### config.mk
export PLATFORM = sky130hd
export DESIGN_NAME = pafd_ram
export DESIGN_NICKNAME = d
export VERILOG_FILES = /design/src/hw/rtl/pafd_ram.sv
export SDC_FILE = /design/constraint.sdc
export NUM_CORES = 2
export LEC_CHECK = 0
export BUFFER_PORTS_ARGS = -buffer_cell sky130_fd_sc_hd__buf_2
export CAP_MARGIN = 20
export CELL_PAD_IN_SITES_DETAIL_PLACEMENT = 1
export CELL_PAD_IN_SITES_GLOBAL_PLACEMENT = 2
export CORE_ASPECT_RATIO = 1.1
export CORE_MARGIN = 3
export CORE_UTILIZATION = 24
export CTS_CLUSTER_SIZE = 20
export DETAILED_ROUTE_END_ITERATION = 8
export GPL_TIMING_DRIVEN = 0
export PLACE_DENSITY = 0.56
export SYNTH_ARGS = -nofsm -noshare
export SYNTH_HDL_FRONTEND = slang
export SYNTH_SLANG_ARGS = --single-unit
### constraint.sdc
create_clock -name clk -period 3.6 [get_ports clk]
set_clock_uncertainty 0.2 [all_clocks]
set_input_delay 0.72 -clock clk [delete_from_list [all_inputs] [get_ports clk]]
set_output_delay 0.72 -clock clk [all_outputs]
set_load 0.02 [all_outputs]
### src/hw/rtl/pafd_ram.sv
module pafd_ram #(
  parameter int WIDTH = 20,
  parameter int DEPTH = 128,
  localparam int AW = $clog2(DEPTH)
) (
  input  logic             clk,
  input  logic             we,
  input  logic [AW-1:0]    waddr,
  input  logic [WIDTH-1:0] wdata,
  input  logic [AW-1:0]    raddr,
  output logic [WIDTH-1:0] rdata
);

  logic [WIDTH-1:0] mem [DEPTH];

  always_ff @(posedge clk) begin
    if (we) begin
      mem[waddr] <= wdata;
    end
    rdata <= mem[raddr];
  end

endmodule

### Yosys cells after proc, flatten, opt, wreduce, memory -nomap -nowiden

Memories as Yosys holds them, arrays and structs flattened. A register that Yosys moved wholly into a read port is not among the register bits.
Cells that the tools add are included.

* bits of input ports: 36
* output and inout bits: 20
* memories kept: 1
* register bits after elaboration: 0
* bits in writable memories: 2560

Memory list
* mem: words 128, width 20, read ports 1, clocked after Yosys merged registers in 1, wr ports 1, line 14 `logic [WIDTH-1:0] mem [DEPTH];`

* muxes and demuxes: 2

Operator list (number)
* $mux W1: 2

### Longest topological paths before layout

* depth after elaboration: 2
* gate-level depth with buffers: 7
* mapped depth without buffers: 4

### Worst setup path after synthesis

No wires, ideal clock.

* path type: input -> register
* from: in raddr[0]
* to: reg rdata[0] (read register of mem)
* setup slack: 184 ps
* arrival: 3096 ps
* path buffers: 2
* library setup time: 121 ps
* required time: 3279 ps
* stages: 6
* cell sequence: buf_2 -> clkbuf_1 -> mux4_2 -> mux4_2 -> mux4_2 -> mux2_2

RTL lines
* start, declared: line 10 `input logic [AW-1:0] raddr,`
* end, declared: line 11 `output logic [WIDTH-1:0] rdata`

==> results.sh <==
export IMPL_outcome="finished with violations"
export IMPL_violations="negative setup slack"
export IMPL_ant_nets=0
export IMPL_antenna_found_initial=52
export IMPL_cts_root_buf="clkbuf_16"
export IMPL_worst_path_max_fanout=10
export IMPL_r2r_slack_ps=720
export IMPL_synth_cells=3812
export IMPL_ys_warn_count=0
export IMPL_fin_crit_ps=3643
export IMPL_period_share_pct=101.2
export IMPL_grt_pass1_wl_microns=375700
export IMPL_end_kind="flop"
export IMPL_grt_usage_pct=12.65
export IMPL_firstDrtPassIters=7
export IMPL_gp_congestion=0.8512
export IMPL_rows=245
export IMPL_clock_sinks=2580
export IMPL_fin_cells=9896
export IMPL_ys_seq_area_share_pct=78.89
export IMPL_cts_max_path_buffers=4
export IMPL_synth_area_leaders="edfxtp_1 78%, mux4_2 19%, clkbuf_1 0.49%"
export IMPL_final_cell_mix="2560 x edfxtp_1, 840 x mux4_2, 245 x clkbuf_16, 110 x clkbuf_1, 88 x nor2_2"
export IMPL_arrival_ps=4220
export IMPL_grt_max_degree=108
export IMPL_initial_utilization_pct=24.15
export IMPL_cts_tree="built"
export IMPL_grt_use_met1_pct=16.23
export IMPL_fin_ws_ps=-43.10
export IMPL_nets=4278
export IMPL_use_met3_pct=1.655
export IMPL_ys_seq_elements=2580
export IMPL_drive_above_1_share_pct=37.02
export IMPL_slew_viol_final=0
export IMPL_avgSynthCellArea_sq_um=25.70
export IMPL_crit_type="input port to flop"
export IMPL_syn_area_sq_mm=0.09796
export IMPL_fmax_mhz=274.5
export IMPL_viasPerCell=4.348
export IMPL_setup_viol=7
export IMPL_dp_cells=9425
export IMPL_initialDrtViolationCount=4363
export IMPL_mostFrequentLayoutCell="edfxtp_1"
export IMPL_busiest_layer="met2"
export IMPL_hpwl_microns=179400
export IMPL_synth_top_area_cell="edfxtp_1"
export IMPL_grt_ovfl_total=0
export IMPL_p_leak_nw=34.67
export IMPL_clk_pin_slew_ps=70
export IMPL_min_path_type="input port to flop"
export IMPL_worstRegToRegCells=4
export IMPL_rr_endpoint="rdata[11]"
export IMPL_ios=56
export IMPL_maxCapViolations=0
export IMPL_required_ps=4170
export IMPL_dieWidth_microns=615.1
export IMPL_p_per_area_mw_per_mm2=542.1
export IMPL_crit_end="rdata[2]"
export IMPL_startpoint_type="input port"
export IMPL_wl_per_cell_microns=27.00
export IMPL_cts_buffers=243
export IMPL_irDropWorstVdd_mv=0.4951
export IMPL_hold_viol=0
export IMPL_grt_pass1_vias=46185
export IMPL_core_area_sq_mm=0.4056
export IMPL_slew_limit_headroom_pct=34.26
export IMPL_port_buffers=44
export IMPL_use_met2_pct=22.26
export IMPL_hold_depth=1
export IMPL_startpoint="raddr[2]"
export IMPL_drc=0
export IMPL_synth_fp_nets=3848
export IMPL_vias=43026
export IMPL_clock_latency_ps=900
export IMPL_cts_setup_buffers=0
export IMPL_die_area_sq_mm=0.4159
export IMPL_synthDominantCellAreaShare_pct=78.48
export IMPL_totalWireLength_microns=267200
export IMPL_tightest_slew_ps=986.2
export IMPL_die_h_microns=676.1
export IMPL_cts_max_level=4
export IMPL_r2r_start="mem[118][11]"
export IMPL_place_ws_ps=-1737
export IMPL_ys_types=15
export IMPL_area_delta_synth_final_pct=18.72
==> cell usage after synthesis <==
cell type	number
buf_1	7
nor2b_1	7
edfxtp_1	2560
clkbuf_1	128
nand2_1	14
nor2_1	122
nand3_1	12
nand2b_1	2
buf_2	67
or3_1	1
mux2_2	20
mux4_2	840
nand4_1	3
nor3_1	9
dfxtp_1	20
==> repair_timing <==
action | CTS | global route
endpoints found under the hold margin | 96 | 0
endpoints found under the setup margin | 20 | 3
resized for setup | 65 | 6
hold buffers | 6 | 0
==> cell families (layout without fill, tap and decap cells) <==
group / Yosys count / in the layout / synth area share (%)
buffers and inverters: 202 / 831 / 0.8596
flip-flops: 2580 / 2580 / 78.89
multiplexers: 860 / 860 / 19.54
other: 0 / 21 / 0
AND/OR/NAND/NOR: 170 / 170 / 0.7115
==> worst min-delay path by stage <==
stage | startpoint | end
floorplan | wdata[0] | mem[0][0]
global placement | rdata[4] | rdata[4]
detailed placement | wdata[8] | mem[86][8]
CTS | wdata[14] | mem[41][14]
global route | wdata[5] | mem[82][5]
finish | wdata[5] | mem[82][5]
==> flip-flops by register name, indices dropped and copies added, names as in the netlist <==
signal / count
mem: 2560
rdata: 20
==> routing by layer <==
layer	wire, microns	share of wire, %	up-vias
li1	-	-	17602
met1	110100	41	24077
met2	136500	51	983
met3	12010	4.5	360
met4	8502	3.2	4
met5	27	0.010	-
==> critical path: stages <==
cell and delay, ps:
clkbuf_4 370, clkbuf_1 410, clkbuf_1 630, mux4_2 420, mux4_2 590, mux4_2 680, mux2_2 370
==> stage by stage <==
stage                     TNS [ps]  instance area, sq um  power (W)  hold slack (ps)  util (%)
after floorplan                  0                 97960    0.03551            618.9         -
after global placement    -3457740                105000    0.03729            945.8     25.88
after detailed placement   -278110                108000    0.03743            900.6     26.63
after CTS                        0                116200    0.06386            27.13     28.66
after global routing        -27.09                116300    0.06499            54.31     28.67
final                       -178.4                116300    0.06304            71.98     28.67
==> where the power goes <==
part | internal, W | total [W] | switching [W]
combinational | 0.00129 | 0.00348 | 0.00218
sequential | 0.0332 | 0.0332 | 0.0000569
clock | 0.0151 | 0.0263 | 0.0112
==> cell type report <==
type                            count  area (sq um)
Clock inverter                    161          1763
Clock buffer                      283          6284
Timing Repair Buffer              185          2783
Sequential cell                  2580         77270
Buffer                            202         996.0
Tap cell                         5434          6799
Multi-Input combinational cell   1030         20340
Antenna cell                       21         52.55
Fill cell                       40532        289300
No activity file was read; power rests on OpenSTA's default activity.
