## src/hw/rtl/pafd_pkg.sv

```systemverilog
package pafd_pkg;

  // Window entries are saturated to 20 bits before they are stored.
  localparam int INTERVAL_W = 20;
  localparam logic [INTERVAL_W-1:0] INTERVAL_CAP = 20'hFFFFF;

  // Configuration port
  localparam int CFG_INDEX_W = 3;
  localparam int CFG_DATA_W  = 16;
  localparam logic [CFG_INDEX_W-1:0] CFG_PHI_THRESHOLD = 3'd0;
  localparam logic [CFG_INDEX_W-1:0] CFG_MIN_STD       = 3'd1;
  localparam logic [CFG_INDEX_W-1:0] CFG_FIRST_EST     = 3'd2;
  localparam logic [CFG_INDEX_W-1:0] CFG_WINDOW_LEN    = 3'd3;

  localparam logic [15:0] PHI_THRESHOLD_RST = 16'd2048;
  localparam logic [15:0] MIN_STD_RST       = 16'd100;
  localparam logic [15:0] FIRST_EST_RST     = 16'd1000;
  localparam logic [7:0]  WINDOW_LEN_RST    = 8'd128;

  // Seed state for the reset estimate of 1000 ms: 750 and 1250.
  localparam logic [INTERVAL_W-1:0] SEED_LO  = 20'd750;
  localparam logic [INTERVAL_W-1:0] SEED_HI  = 20'd1250;
  localparam logic [39:0]           SEED_SUM = 40'd2000;
  localparam logic [63:0]           SEED_SQ  = 64'd2125000;

  // Fixed-point constants
  localparam logic [31:0] COEF_A_Q16  = 32'd104700;
  localparam logic [31:0] COEF_B_Q16  = 32'd4625;
  localparam logic [31:0] LN2_Q30     = 32'd744261118;
  localparam logic [31:0] LN10_Q30    = 32'd2472381918;
  localparam logic [31:0] INF_T_Q16   = 32'd6815744;
  localparam logic [31:0] Y_MAX_Q16   = 32'd1048576;
  localparam logic [31:0] ONE_Q30     = 32'h4000_0000;
  localparam logic [31:0] TWO_Q30     = 32'h8000_0000;
  localparam logic [63:0] EXP_K_LIMIT = 64'd31;
  localparam logic [3:0]  TAYLOR_TERMS = 4'd14;
  localparam logic [3:0]  ATANH_LAST   = 4'd11;
  localparam logic [15:0] PHI_SAT      = 16'hFFFF;

  typedef struct packed {
    logic        start;
    logic [63:0] dividend;
    logic [31:0] divisor;
  } div_req_t;

  typedef struct packed {
    logic        done;
    logic [63:0] quot;
    logic [31:0] rem;
  } div_rsp_t;

  typedef struct packed {
    logic        start;
    logic [63:0] radicand;
  } sqrt_req_t;

  typedef struct packed {
    logic        done;
    logic [31:0] root;
  } sqrt_rsp_t;

endpackage

```

## src/hw/rtl/pafd_div.sv

```systemverilog
module pafd_div import pafd_pkg::*; (
  input  logic     clk,
  input  logic     rst,
  input  div_req_t req,
  output div_rsp_t rsp
);

  // restoring divider, one quotient bit per cycle
  logic        busy;
  logic        done;
  logic [5:0]  step;
  logic [31:0] divisor;
  logic [31:0] rem;
  logic [63:0] quo;
  logic [32:0] shifted;
  logic [32:0] diff;
  logic        fits;

  always_comb begin
    shifted = {rem, quo[63]};
    diff    = shifted - {1'b0, divisor};
    fits    = shifted >= {1'b0, divisor};
  end

  always_ff @(posedge clk) begin
    if (rst) begin
      busy <= 1'b0;
      done <= 1'b0;
      step <= '0;
    end else begin
      done <= 1'b0;
      if (busy) begin
        rem  <= fits ? diff[31:0] : shifted[31:0];
        quo  <= {quo[62:0], fits};
        step <= step + 6'd1;
        if (step == 6'd63) begin
          busy <= 1'b0;
          done <= 1'b1;
        end
      end else if (req.start) begin
        busy    <= 1'b1;
        step    <= '0;
        rem     <= '0;
        quo     <= req.dividend;
        divisor <= req.divisor;
      end
    end
  end

  assign rsp = '{done: done, quot: quo, rem: rem};

endmodule

```

## config.mk

```make
export PLATFORM = sky130hd
export DESIGN_NAME = pafd_div
export DESIGN_NICKNAME = d
export VERILOG_FILES = /design/src/hw/rtl/pafd_pkg.sv /design/src/hw/rtl/pafd_div.sv
export SDC_FILE = /design/constraint.sdc
export NUM_CORES = 1
export LEC_CHECK = 0
export ABC_AREA = 1
export BUFFER_PORTS_ARGS = -buffer_cell sky130_fd_sc_hd__buf_2
export CORE_MARGIN = 5
export CORE_UTILIZATION = 50
export CTS_BUF_LIST = sky130_fd_sc_hd__clkbuf_8 sky130_fd_sc_hd__clkbuf_16
export DETAILED_ROUTE_END_ITERATION = 7
export PLACE_DENSITY = 0.75
export SLEW_MARGIN = 20
export SYNTH_ARGS = -nofsm -noshare
export SYNTH_HDL_FRONTEND = slang
export SYNTH_SLANG_ARGS = --single-unit
```

## constraint.sdc

```tcl
create_clock -name clk -period 5.1 [get_ports clk]
set_input_delay 0.51 -clock clk [delete_from_list [all_inputs] [get_ports clk]]
set_output_delay 0.51 -clock clk [all_outputs]
set_load 0.05 [all_outputs]
```

# Yosys cells after proc, flatten, opt, wreduce, memory -nomap -nowiden
# Index checks and enable logic that the tools add are counted.
[word_totals]
ff_bits = 136
latch_bits = 0
mem_bits_rw = 0
romBits = 0
n_memories = 0
[op_classes]
add_sub_neg = 2
mul = 0
n_div = 0
n_lt_le_gt_ge = 1
eq_ne = 1
n_shift = 0
mux = 11
bitwise = 2
reduce_logical = 4
[op_table]
columns = ["op", "n"]
rows = [
  ["$mux W64", 2],
  ["$mux W32", 3],
  ["$ge A33 B32 Y1", 1],
  ["$sub A32 B32 Y32", 1],
  ["$mux W6", 2],
  ["$add A6 B1 Y6 const B", 1],
  ["$eq A6 B6 Y1 const B", 1],
  ["$mux W1", 4],
  ["$reduce_and A3 Y1", 1],
  ["$not A1 Y1", 2],
  ["$reduce_and A2 Y1", 1],
  ["$reduce_bool A2 Y1", 1],
  ["$reduce_or A2 Y1", 1],
]

# Logic depth before layout (Yosys ltp)
[depth]
ltp_word = 3
mapped_depth = 17

# Worst setup path after synthesis
# No wires, ideal clock.
[synth_timing]
kind = "flip-flop to flip-flop"
from = "reg busy"
to = "reg quo[0], enable pin"
arrival_time_ns = 4.716
required_ns = 4.547
slack_ns = -0.169
path_stages_with_launch = 4
n_path_buf = 1
cell_sequence = "dfxtp_1 clkbuf_1 nor2_1 nor2_1"
[synth_between]
elab_chain_len = 2
[synth_lines]
columns = ["element", "line_no", "source"]
rows = [
  ["start, declared", "pafd_div.sv:9", "logic busy;"],
  ["start signal, assigned", "pafd_div.sv:27", "busy <= 1'b0;"],
  ["start signal, assigned", "pafd_div.sv:37", "busy <= 1'b0;"],
  ["start signal, assigned", "pafd_div.sv:41", "busy <= 1'b1;"],
  ["$reduce_bool A2 Y1 (no line)", "--", ""],
  ["$reduce_and A2 Y1 (no line)", "--", ""],
  ["end signal, assigned", "pafd_div.sv:34", "quo <= {quo[62:0], fits};"],
  ["end signal, assigned", "pafd_div.sv:44", "quo <= req.dividend;"],
  ["end, declared", "pafd_div.sv:14", "logic [63:0] quo;"],
]
# Every way passes these cells.
# A chain may end at the register's enable or synchronous reset.

# Worst setup path in the final report
[layout_timing]
from = "reg quo[63]"
to = "reg rem[28], data pin"
[layout_between]
elab_chain_len = 3
word_cells_on_any_way = 4
cone_classes = "add/sub: 1; order compare: 1; mux: 2"
[layout_lines]
columns = ["element", "line_no", "source"]
rows = [
  ["$sub A32 B32 Y32 or $ge A33 B32 Y1 (tied branches)", "pafd_div.sv:21, pafd_div.sv:22", ""],
  ["$mux W32 (*)", "pafd_div.sv:33", "rem <= fits ? diff[31:0] : shifted[31:0];"],
  ["$mux W32 (*)", "pafd_div.sv:32", "if (busy) begin"],
  ["end signal, assigned", "pafd_div.sv:33", ""],
  ["end, declared", "pafd_div.sv:13", "logic [31:0] rem;"],
]
# Mark *: on every way between the ends. The rest lies on a longest branch, timed or not.

==> metrics.txt <==
status finished, final reports clean; final hold violations 0; cell total after placement 1508; GRT Overall Usage 22.9%; slowest library cell on the worst path fa_1; Slew Limit Fails 0; clock sinks 136; synthesized area 8470 µm²; CTS tree done; placer congestion estimate 0.922; CP top delay family simple AND/OR/NAND/NOR gates; H-tree depth 4; Top cell by count, worst path nand2_1; 1st-iter DRT viols 497; minimum clock period between 2 and 3 ns; Rows 47; WL/cell 14.5 µm; measured slew at the worst slew-check pin 1.06 ns; die height 140 µm; first-pass GRT wire length 35.9 mm; worst-path maximum fanout 3; CP required 5.28 ns; Post-CTS Setup Bufs 0; critical path's largest stage delay 0.43 ns; Root Buffer clkbuf_16; Post-Synthesis Cells 1116; DR vias/cell around 4.8; Reg clk slew, reported paths around 0.060 ns; Warnings, synthesis 0; Vias 7379; DRT Wirelength 22.3 mm; Hold Crit Class in2reg; Async SR Flop Fraction 0%; DPL Wire Length 16.9 mm; post-synthesis sequential area ratio 47.3%; Critical Setup Path Class reg2reg; Max Buffers Root-to-Sink 2; synthesized net count 1249; Worst Path Arrival 2.75 ns; Pwr Density 332 nW/µm²; Final Non-Filler Cells 1540; commonest non-fill, non-tap cell in the layout nand2_1; Worst-Skew Late Latency 0.43 ns; antenna-violating nets left 0; Min Hold Slack 0.259 ns; Avg Synthesized Cell Area roughly 7.6 µm²; final period utilization between 50% and 60%; Final Setup Violations 0; Ports roughly 200; unrepaired setup endpoints after global routing false; Setup crit start kind register; maximum clock rate approximately 400 MHz; Most used DFF post-synth edfxtp_1; die span in x 140 µm; Critical Path, Cell by Cell inv_1 -> ha_1 -> fa_1 -> inv_1 -> nand2_1 -> nand2_1 -> and2_1 -> nand2_1 -> nand3_1 -> nand2_1 -> nand3_1 -> nand2_1 -> nor2_2 -> nor2_1; Post-synth EDFFs 128; Slew headroom between 20% and 30%; Pleak 5.37 nW; fin nets 1440; Pwr Total roughly 3.4 mW; Worst Setup End Kind register; Post-CTS Resized 0; worst clock skew 0.0135 ns; core area 16600 µm²; total global routing overflow 0; CP bufs+invs 2; final setup TNS 0 ns; initial antenna violation count 0; vias in the first global route 7328; Area Overhead vs Synth 20.3%; unique cell type count in the Yosys netlist 37; Hold Buf Count CTS 0; DRT Pass-1 Iters 5; max cap viols 0; share of post-route cells with drive strength above 1 20.8%; die area 19600 µm²; most frequent cells in the layout 490 x nand2_1, 195 x buf_2, 177 x inv_1; Inserted Clock Buffers 17; Initial Utilization 51.1%; VDD IR max 262 µV; IO buf count 195; synthesized flop and latch total 136; Post-route DRC 0; ant diodes 0; largest net degree at the start of global routing 102
## layout make-up
class,count,area (µm²)
fillers,1522,6400
flip-flops and latches,136,4010
multi-input cells,774,3650
repair buffers,199,1010
inverters,179,679
clock buffers,17,425
well taps,220,275
clock inverters,15,141
## flip-flops by register name, indices dropped and copies added, names as in the netlist
name     flops
quo         64
divisor     32
rem         32
step         6
busy         1
done         1
## power by group
part	leakage (nW)	internal, mW	total (mW)	switching (mW)
clock	0.282	0.683	1.21	0.525
combinational	3.80	0.232	0.819	0.586
sequential	1.29	1.31	1.35	0.0389
## synthesized netlist by cell type, types with 4 or more instances
library cell | count | area, µm²
nand2_1 | 490 | 1840
nand3b_1 | 23 | 173
nor2_1 | 94 | 353
a21oi_1 | 21 | 105
nand3_1 | 32 | 160
edfxtp_1 | 128 | 3840
xor2_1 | 14 | 123
clkbuf_1 | 12 | 45.0
nand2_2 | 7 | 43.8
dfxtp_1 | 8 | 160
ha_1 | 33 | 413
buf_2 | 6 | 30.0
nor2_2 | 25 | 156
nor3_1 | 4 | 20.0
nand4_1 | 6 | 37.5
inv_1 | 176 | 661
and2_1 | 8 | 50.1
## routing by layer
metal  wire [µm]  share of wire [%]  global-route usage [%]  up-vias
li1            -                  -                       -     3817
met1        9420                 42                    28.8     3289
met2       10700                 48                    38.7      248
met3        1850                8.3                    6.92       25
met4         342                1.5                    5.71        0
met5           0                  0                       0        -
## logic make-up (layout without fill, tap and decap cells)
group	after synthesis	count (layout)	share of synthesized area, %
AOI/OAI and AO/OA	27	27	1.70
xor gates and xnor gates	15	15	1.55
adders and majority gates	34	34	5.11
buffers and inverters	206	410	9.79
DFF	136	136	47.3
and+or+nand+nor	698	698	34.6
## per-stage QoR
stage	setup WS (ns)	cell area, µm²	utilization, %
after global placement	2.58	9620	58.0
after global routing	2.28	10200	61.4
after floorplan	1.46	8470	-
after CTS	2.52	10200	61.4
after detailed placement	2.53	9620	58.0
final	2.53	10200	61.4
## path summary, 6_finish.rpt
kind / from / end / slack, ns / depth (start not counted)
worst min register to register: step[3] / step[3] / 0.49 / 2
worst max register to register: quo[63] / rem[28] / 2.53 / 14
worst max-delay path: quo[63] / rem[28] / 2.53 / 14
worst min-delay path: req[8] / divisor[8] / 0.26 / 1
Power figures use the tool's default switching activity.
