### config.mk
export PLATFORM = sky130hd
export DESIGN_NAME = pafd_isqrt
export DESIGN_NICKNAME = d
export VERILOG_FILES = /design/src/hw/rtl/pafd_pkg.sv /design/src/hw/rtl/pafd_isqrt.sv
export SDC_FILE = /design/constraint.sdc
export NUM_CORES = 1
export LEC_CHECK = 0
export BUFFER_PORTS_ARGS = -buffer_cell sky130_fd_sc_hd__buf_2
export CORE_MARGIN = 2
export CORE_UTILIZATION = 50
export DETAILED_ROUTE_END_ITERATION = 7
export PLACE_DENSITY = 0.75
export SETUP_SLACK_MARGIN = 0.02
export SLEW_MARGIN = 20
export SYNTH_ARGS = -nofsm -noshare
export SYNTH_HDL_FRONTEND = slang
export SYNTH_SLANG_ARGS = --single-unit
### constraint.sdc
create_clock -name clk -period 15.35 [get_ports clk]
set_input_delay 1.535 -clock clk [delete_from_list [all_inputs] [get_ports clk]]
set_output_delay 1.535 -clock clk [all_outputs]
set_load 0.05 [all_outputs]
### src/hw/rtl/pafd_pkg.sv
package pafd_pkg;

  // Window entries are saturated to 20 bits before they are stored.
  localparam int INTERVAL_W = 20;
  localparam logic [INTERVAL_W-1:0] INTERVAL_CAP = 20'hFFFFF;

  // Configuration port
  localparam int CFG_INDEX_W = 3;
  localparam int CFG_DATA_W  = 16;
  localparam logic [CFG_INDEX_W-1:0] CFG_PHI_THRESHOLD = 3'd0;
  localparam logic [CFG_INDEX_W-1:0] CFG_MIN_STD       = 3'd1;
  localparam logic [CFG_INDEX_W-1:0] CFG_FIRST_EST     = 3'd2;
  localparam logic [CFG_INDEX_W-1:0] CFG_WINDOW_LEN    = 3'd3;

  localparam logic [15:0] PHI_THRESHOLD_RST = 16'd2048;
  localparam logic [15:0] MIN_STD_RST       = 16'd100;
  localparam logic [15:0] FIRST_EST_RST     = 16'd1000;
  localparam logic [7:0]  WINDOW_LEN_RST    = 8'd128;

  // Seed state for the reset estimate of 1000 ms: 750 and 1250.
  localparam logic [INTERVAL_W-1:0] SEED_LO  = 20'd750;
  localparam logic [INTERVAL_W-1:0] SEED_HI  = 20'd1250;
  localparam logic [39:0]           SEED_SUM = 40'd2000;
  localparam logic [63:0]           SEED_SQ  = 64'd2125000;

  // Fixed-point constants
  localparam logic [31:0] COEF_A_Q16  = 32'd104700;
  localparam logic [31:0] COEF_B_Q16  = 32'd4625;
  localparam logic [31:0] LN2_Q30     = 32'd744261118;
  localparam logic [31:0] LN10_Q30    = 32'd2472381918;
  localparam logic [31:0] INF_T_Q16   = 32'd6815744;
  localparam logic [31:0] Y_MAX_Q16   = 32'd1048576;
  localparam logic [31:0] ONE_Q30     = 32'h4000_0000;
  localparam logic [31:0] TWO_Q30     = 32'h8000_0000;
  localparam logic [63:0] EXP_K_LIMIT = 64'd31;
  localparam logic [3:0]  TAYLOR_TERMS = 4'd14;
  localparam logic [3:0]  ATANH_LAST   = 4'd11;
  localparam logic [15:0] PHI_SAT      = 16'hFFFF;

  typedef struct packed {
    logic        start;
    logic [63:0] dividend;
    logic [31:0] divisor;
  } div_req_t;

  typedef struct packed {
    logic        done;
    logic [63:0] quot;
    logic [31:0] rem;
  } div_rsp_t;

  typedef struct packed {
    logic        start;
    logic [63:0] radicand;
  } sqrt_req_t;

  typedef struct packed {
    logic        done;
    logic [31:0] root;
  } sqrt_rsp_t;

endpackage

### src/hw/rtl/pafd_isqrt.sv
module pafd_isqrt import pafd_pkg::*; (
  input  logic      clk,
  input  logic      rst,
  input  sqrt_req_t req,
  output sqrt_rsp_t rsp
);

  // digit-by-digit square root, one result bit per cycle
  logic        busy;
  logic        done;
  logic [4:0]  step;
  logic [63:0] v;
  logic [63:0] r;
  logic [63:0] bitv;
  logic [63:0] trial;
  logic        ge;

  always_comb begin
    trial = r + bitv;
    ge    = v >= trial;
  end

  always_ff @(posedge clk) begin
    if (rst) begin
      busy <= 1'b0;
      done <= 1'b0;
      step <= '0;
    end else begin
      done <= 1'b0;
      if (busy) begin
        v    <= ge ? v - trial : v;
        r    <= ge ? (r >> 1) + bitv : r >> 1;
        bitv <= bitv >> 2;
        step <= step + 5'd1;
        if (step == 5'd31) begin
          busy <= 1'b0;
          done <= 1'b1;
        end
      end else if (req.start) begin
        busy <= 1'b1;
        step <= '0;
        v    <= req.radicand;
        r    <= '0;
        bitv <= 64'h4000_0000_0000_0000;
      end
    end
  end

  assign rsp = '{done: done, root: r[31:0]};

endmodule

# --- After elaboration in Yosys (flattened, before gate mapping) ---
# Index checks and enable logic that the tools add are counted.
# Widths: inputs -> output; s select.
word_totals:
  ff_bits: 167
  input_bits: 67
  out_inout_bits: 33
  elab_cells: 34
classes:
  n_addsub: 4
  order_cmp: 1
  eq_ne: 2
  n_mux: 14
  n_bitwise: 2
  reduce_logical: 4
op_table:
  columns: ["op", "count"]
  rows:
  - ["$mux 64", 6]
  - ["$add 63x63->64", 1]
  - ["$add 64x63->64", 1]
  - ["$ge 64x64->1", 1]
  - ["$sub 64x64->64", 1]
  - ["$mux 63", 1]
  - ["$mux 61", 1]
  - ["$mux 5", 2]
  - ["$add 5x1->5 const B", 1]
  - ["$eq 5x5->1 const B", 1]
  - ["$mux 1", 4]
  - ["$reduce_and 3->1", 1]
  - ["$ne 2x1->1 const B", 1]
  - ["$not 1->1", 2]
  - ["$reduce_and 2->1", 1]
  - ["$reduce_bool 2->1", 1]
  - ["$reduce_or 2->1", 1]

# --- Depth between registers and ports, before layout ---
depth:
  ltp_word: 4
  depth_mapped: 25
  ltp_nobuf: 21

# --- Worst setup path before layout ---
# OpenSTA, ideal clock, no wires.
synth_path:
  path_type: "input to register"
  startpoint: "input port req[64] in the netlist's numbering"
  endpoint: "register v[0], enable pin"
  setup_time_ps: 584
  t_arrival_ps: 10540
  required_time_ps: 14766
  path_slack_ps: 4226
  path_stages: 3
  n_path_buf: 0
  cell_sequence: "nor2_1 nor2_1 a21boi_0"
synth_via:
  elab_chain_len: 2
synth_rtl:
  columns: ["element", "line_no", "rtl"]
  rows:
  - ["start: declaration", "pafd_isqrt.sv:4", "input sqrt_req_t req,"]
  - ["$reduce_bool 2->1 (no source line)", null, null]
  - ["$reduce_and 3->1 (no source line)", null, null]
  - ["end signal: assignment", "pafd_isqrt.sv:31", "v <= ge ? v - trial : v;"]
  - ["end signal: assignment", "pafd_isqrt.sv:42", "v <= req.radicand;"]
  - ["end: declaration", "pafd_isqrt.sv:12", "logic [63:0] v;"]
# Every way passes these cells.
# A chain may end at the register's enable or synchronous reset.

# --- Final worst setup path ---
layout_path:
  startpoint: "register r[6]"
  endpoint: "register v[0], enable pin"
layout_via:
  elab_chain_len: 4
layout_rtl:
  columns: ["element", "line_no", "rtl"]
  rows:
  - ["start: declaration", "pafd_isqrt.sv:13", "logic [63:0] r;"]
  - ["start signal: assignment", "pafd_isqrt.sv:32", "r <= ge ? (r >> 1) + bitv : r >> 1;"]
  - ["$add 64x63->64", "pafd_isqrt.sv:19", "trial = r + bitv;"]
  - ["$ge 64x64->1", "pafd_isqrt.sv:20", "ge = v >= trial;"]
  - ["$ne 2x1->1 (no source line)", null, null]
  - ["$reduce_and 3->1 (no source line)", null, null]
# Every way passes these cells.

==> key figures <==
Synth
  – Flops & latches, synth: 167
  – Syn_area_per_cell: 8.83 sq um
  – Syn Nets: 2038
  – Post-Syn Area: 16200 sq um
  – Most frequent cell after synthesis: nand2_1
  – Ys flop type: edfxtp_1
  – Post-synth top cells: 165 x nand2_1, 160 x edfxtp_1, 156 x nor2_1
  – Number of flops mapped to enable cells by yosys: 160
  – Top cells by area, synth: edfxtp_1 30%, ha_1 10%, a21oi_1 4.6%, xor2_1 4.4%, nand2_1 3.8%
  – Area share of the largest cell type after synthesis: 29.6%
  – Synth Instances: 1838
  – Unique cell type count in the Yosys netlist: 98
  – Async SR Flop Fraction: 0%
  – Area leader, netlist: edfxtp_1
  – Yosys Warn Count: 0
  – Post-synthesis sequential area ratio: 30.5%

CTS
  – Cell chosen for the clock root: clkbuf_16
  – Clock Pin Slew Worst Setup and Hold Paths: 0.07 ns
  – Cts hold-fix bufs: 0
  – CTS sink count: 167
  – Max Root-Sink Buffers: 2
  – Number of gates resized after CTS: 0
  – CTS Buf Count: 17
  – # Post-CTS Setup Buffers: 0
  – CTS H-tree lvls: 4
  – Clk Latency, worst-skew pair: 0.47 ns
  – CTS tree: built

Floorplanning
  – Effective utilization at floorplan: 51.1%
  – Core ar.: 31800 sq um
  – Die Y: 184 um
  – DIE WIDTH: 184 um
  – # IOs: 100
  – Die area: 33900 sq um
  – FP Rows: 65

Placement
  – GP Congestion: 0.991
  – Port Buffers: 99
  – DP Area: 16700 sq um
  – Post-DP HPWL: 33300 um
  – Dpl cells: 2262

Min path
  – Hold Crit Class: register to register

Power and ir drop
  – VDD IR max: 91.0 uV
  – Lkg Pwr: 6.56 nW
  – Power per cell area: 113 nW/um^2

Global routing
  – First-pass GRT wire length: 70800 um
  – Tot GR Track Use: 26.1%
  – Grt ovf: 0
  – Initial antenna violation count: 0
  – Vias in the first global route: 13500
  – Largest net degree at the start of global routing: 72

Worst setup path
  – CP endpoint kind: register
  – Critical Path Max Stage Delay: 0.68 ns
  – Crit path kind: register to register
  – CP Buf/Inv Count: 2
  – Worst endpoint data arrival time: 6.82 ns
  – Critical path's slowest cell: buf_4
  – Crit Path Max Fanout: 64
  – Worst Setup Start Kind: register
  – CP cell instances: ha_1, nand4_1, o311ai_1, and2_1, a41oi_1, o22a_1, or3_1, a21boi_0, o21ai_0, xor2_1, ha_1, and2_1, nand3_2, or3_4, nor2_1, nand3_1, nor3b_2, nor2b_2, buf_4, a21boi_4, buf_4
  – Required time worst endpoint: 15.43 ns
  – CP top delay family: simple AND/OR/NAND/NOR gates

Timing
  – Final Cycle Share: 43.9%
  – Slew @ Worst Pin: 1.20 ns
  – Fin. Hold Viols: 0
  – TNS Setup: 0 ns
  – Clock Skew: 0.0205 ns
  – Max Clock Freq: 148 MHz
  – Normalized max-slew margin: 18.0%
  – RSZ-0062 raised after global routing: false
  – Setup violations, final: 0
  – Final Critical Period: 6.74 ns
  – Slew Viols, Final: 0

Route
  – DR pass1 iterations: 5
  – WL final: 44000 um
  – Via count: 14500
  – Drt initial violations: 1629
  – Post-DR vias/cell: 6.32
  – DR WL/cell: 19.2 um
  – Drt drc: 0
  – Antenna-violating nets left: 0

Layout
  – Antenna cells: 0
  – Non-Filler Instances: 2294
  – Area Overhead vs Synth: 6.27%
  – Nets: 2046
  – Share of cells above drive strength 1: 14.1%
  – Fin area: 17300 sq um
  – Finished Core Util: 54.3%

Status
  – Status: completed

Flow run
  – Max Cap Viol: 0
[metal layers]
metal | share of wire (%) | track usage [%]
met1 | 47 | 37.4
met2 | 44 | 40.5
met3 | 7.2 | 4.33
met4 | 2.0 | 7.74
met5 | 0 | 0
[flip-flops by register name (all words and copies together), names as in the netlist]
signal,flops
r,64
v,64
bitv,32
step,5
busy,1
done,1
[kinds of logic (layout without fill, tap and decap cells)]
| logic type | after synthesis | after routing | synth area share [%] |
|---|---|---|---|
| compound gates | 577 | 577 | 23.9 |
| xor+xnor | 141 | 141 | 7.61 |
| fa+ha+maj | 133 | 133 | 10.3 |
| buf+inv | 149 | 170 | 4.74 |
| flops | 167 | 167 | 30.5 |
| mux | 65 | 65 | 4.41 |
| simple gates | 606 | 606 | 18.6 |
[power breakdown]
part	leakage [nW]	internal [mW]	total (mW)	switching (mW)
registers	1.61	0.566	0.619	0.0529
logic	4.69	0.351	0.908	0.557
clock network	0.266	0.212	0.421	0.209
[tightest hold or removal path: stages (launching register included)]
cell and delay [ns]:
dfxtp_1 0.34, o21ai_0 0.10, a21oi_1 0.07
[path summary, 6_finish.rpt]
kind           start  endpoint  slack [ns]  cells past startpoint
max reg2reg     r[6]      v[0]        8.61                     21
min          step[2]   step[2]        0.56                      2
min reg2reg  step[2]   step[2]        0.56                      2
max             r[6]      v[0]        8.61                     21
[through the flow]
stage / total power, mW / setup WS [ns] / hold slack [ns]
after floorplan: 1.33 / 4.23 / 0.473
after global placement: 1.50 / 8.85 / 0.498
after detailed placement: 1.51 / 8.74 / 0.543
after CTS: 1.94 / 8.72 / 0.556
after global routing: 2.06 / 8.20 / 0.588
final: 1.95 / 8.61 / 0.559
[cell type report]
type,instances,area [sq um]
clock buffers,18,429
clock inverters,14,118
fillers,2916,14500
inverters,31,116
multi-input cells,1522,10500
flip-flops and latches,167,4950
well taps,435,544
repair buffers,107,556
[cells in the final DEF (no fill, tap or decap), types with 5 or more instances in the layout]
master,count
o31ai_1,17
ha_1,132
nor2_1,155
mux2i_1,13
o21ai_0,88
and2_1,47
edfxtp_1,160
nor3_1,29
clkbuf_16,17
nor2b_1,17
xor2_1,82
a21oi_2,6
a31oi_1,62
dfxtp_1,6
and3_1,24
and4_1,6
buf_4,8
a211oi_1,31
nand3_1,31
a21o_1,52
nor3b_1,8
inv_1,30
nand2_1,165
or3_1,21
a31o_2,28
nand4_1,49
o21bai_1,30
o21ai_1,5
o21a_1,17
buf_2,99
a21oi_1,148
mux2_2,52
a21boi_0,10
a41oi_1,7
nand2b_1,20
xnor2_1,59
o211ai_1,12
Power figures use the tool's default switching activity.
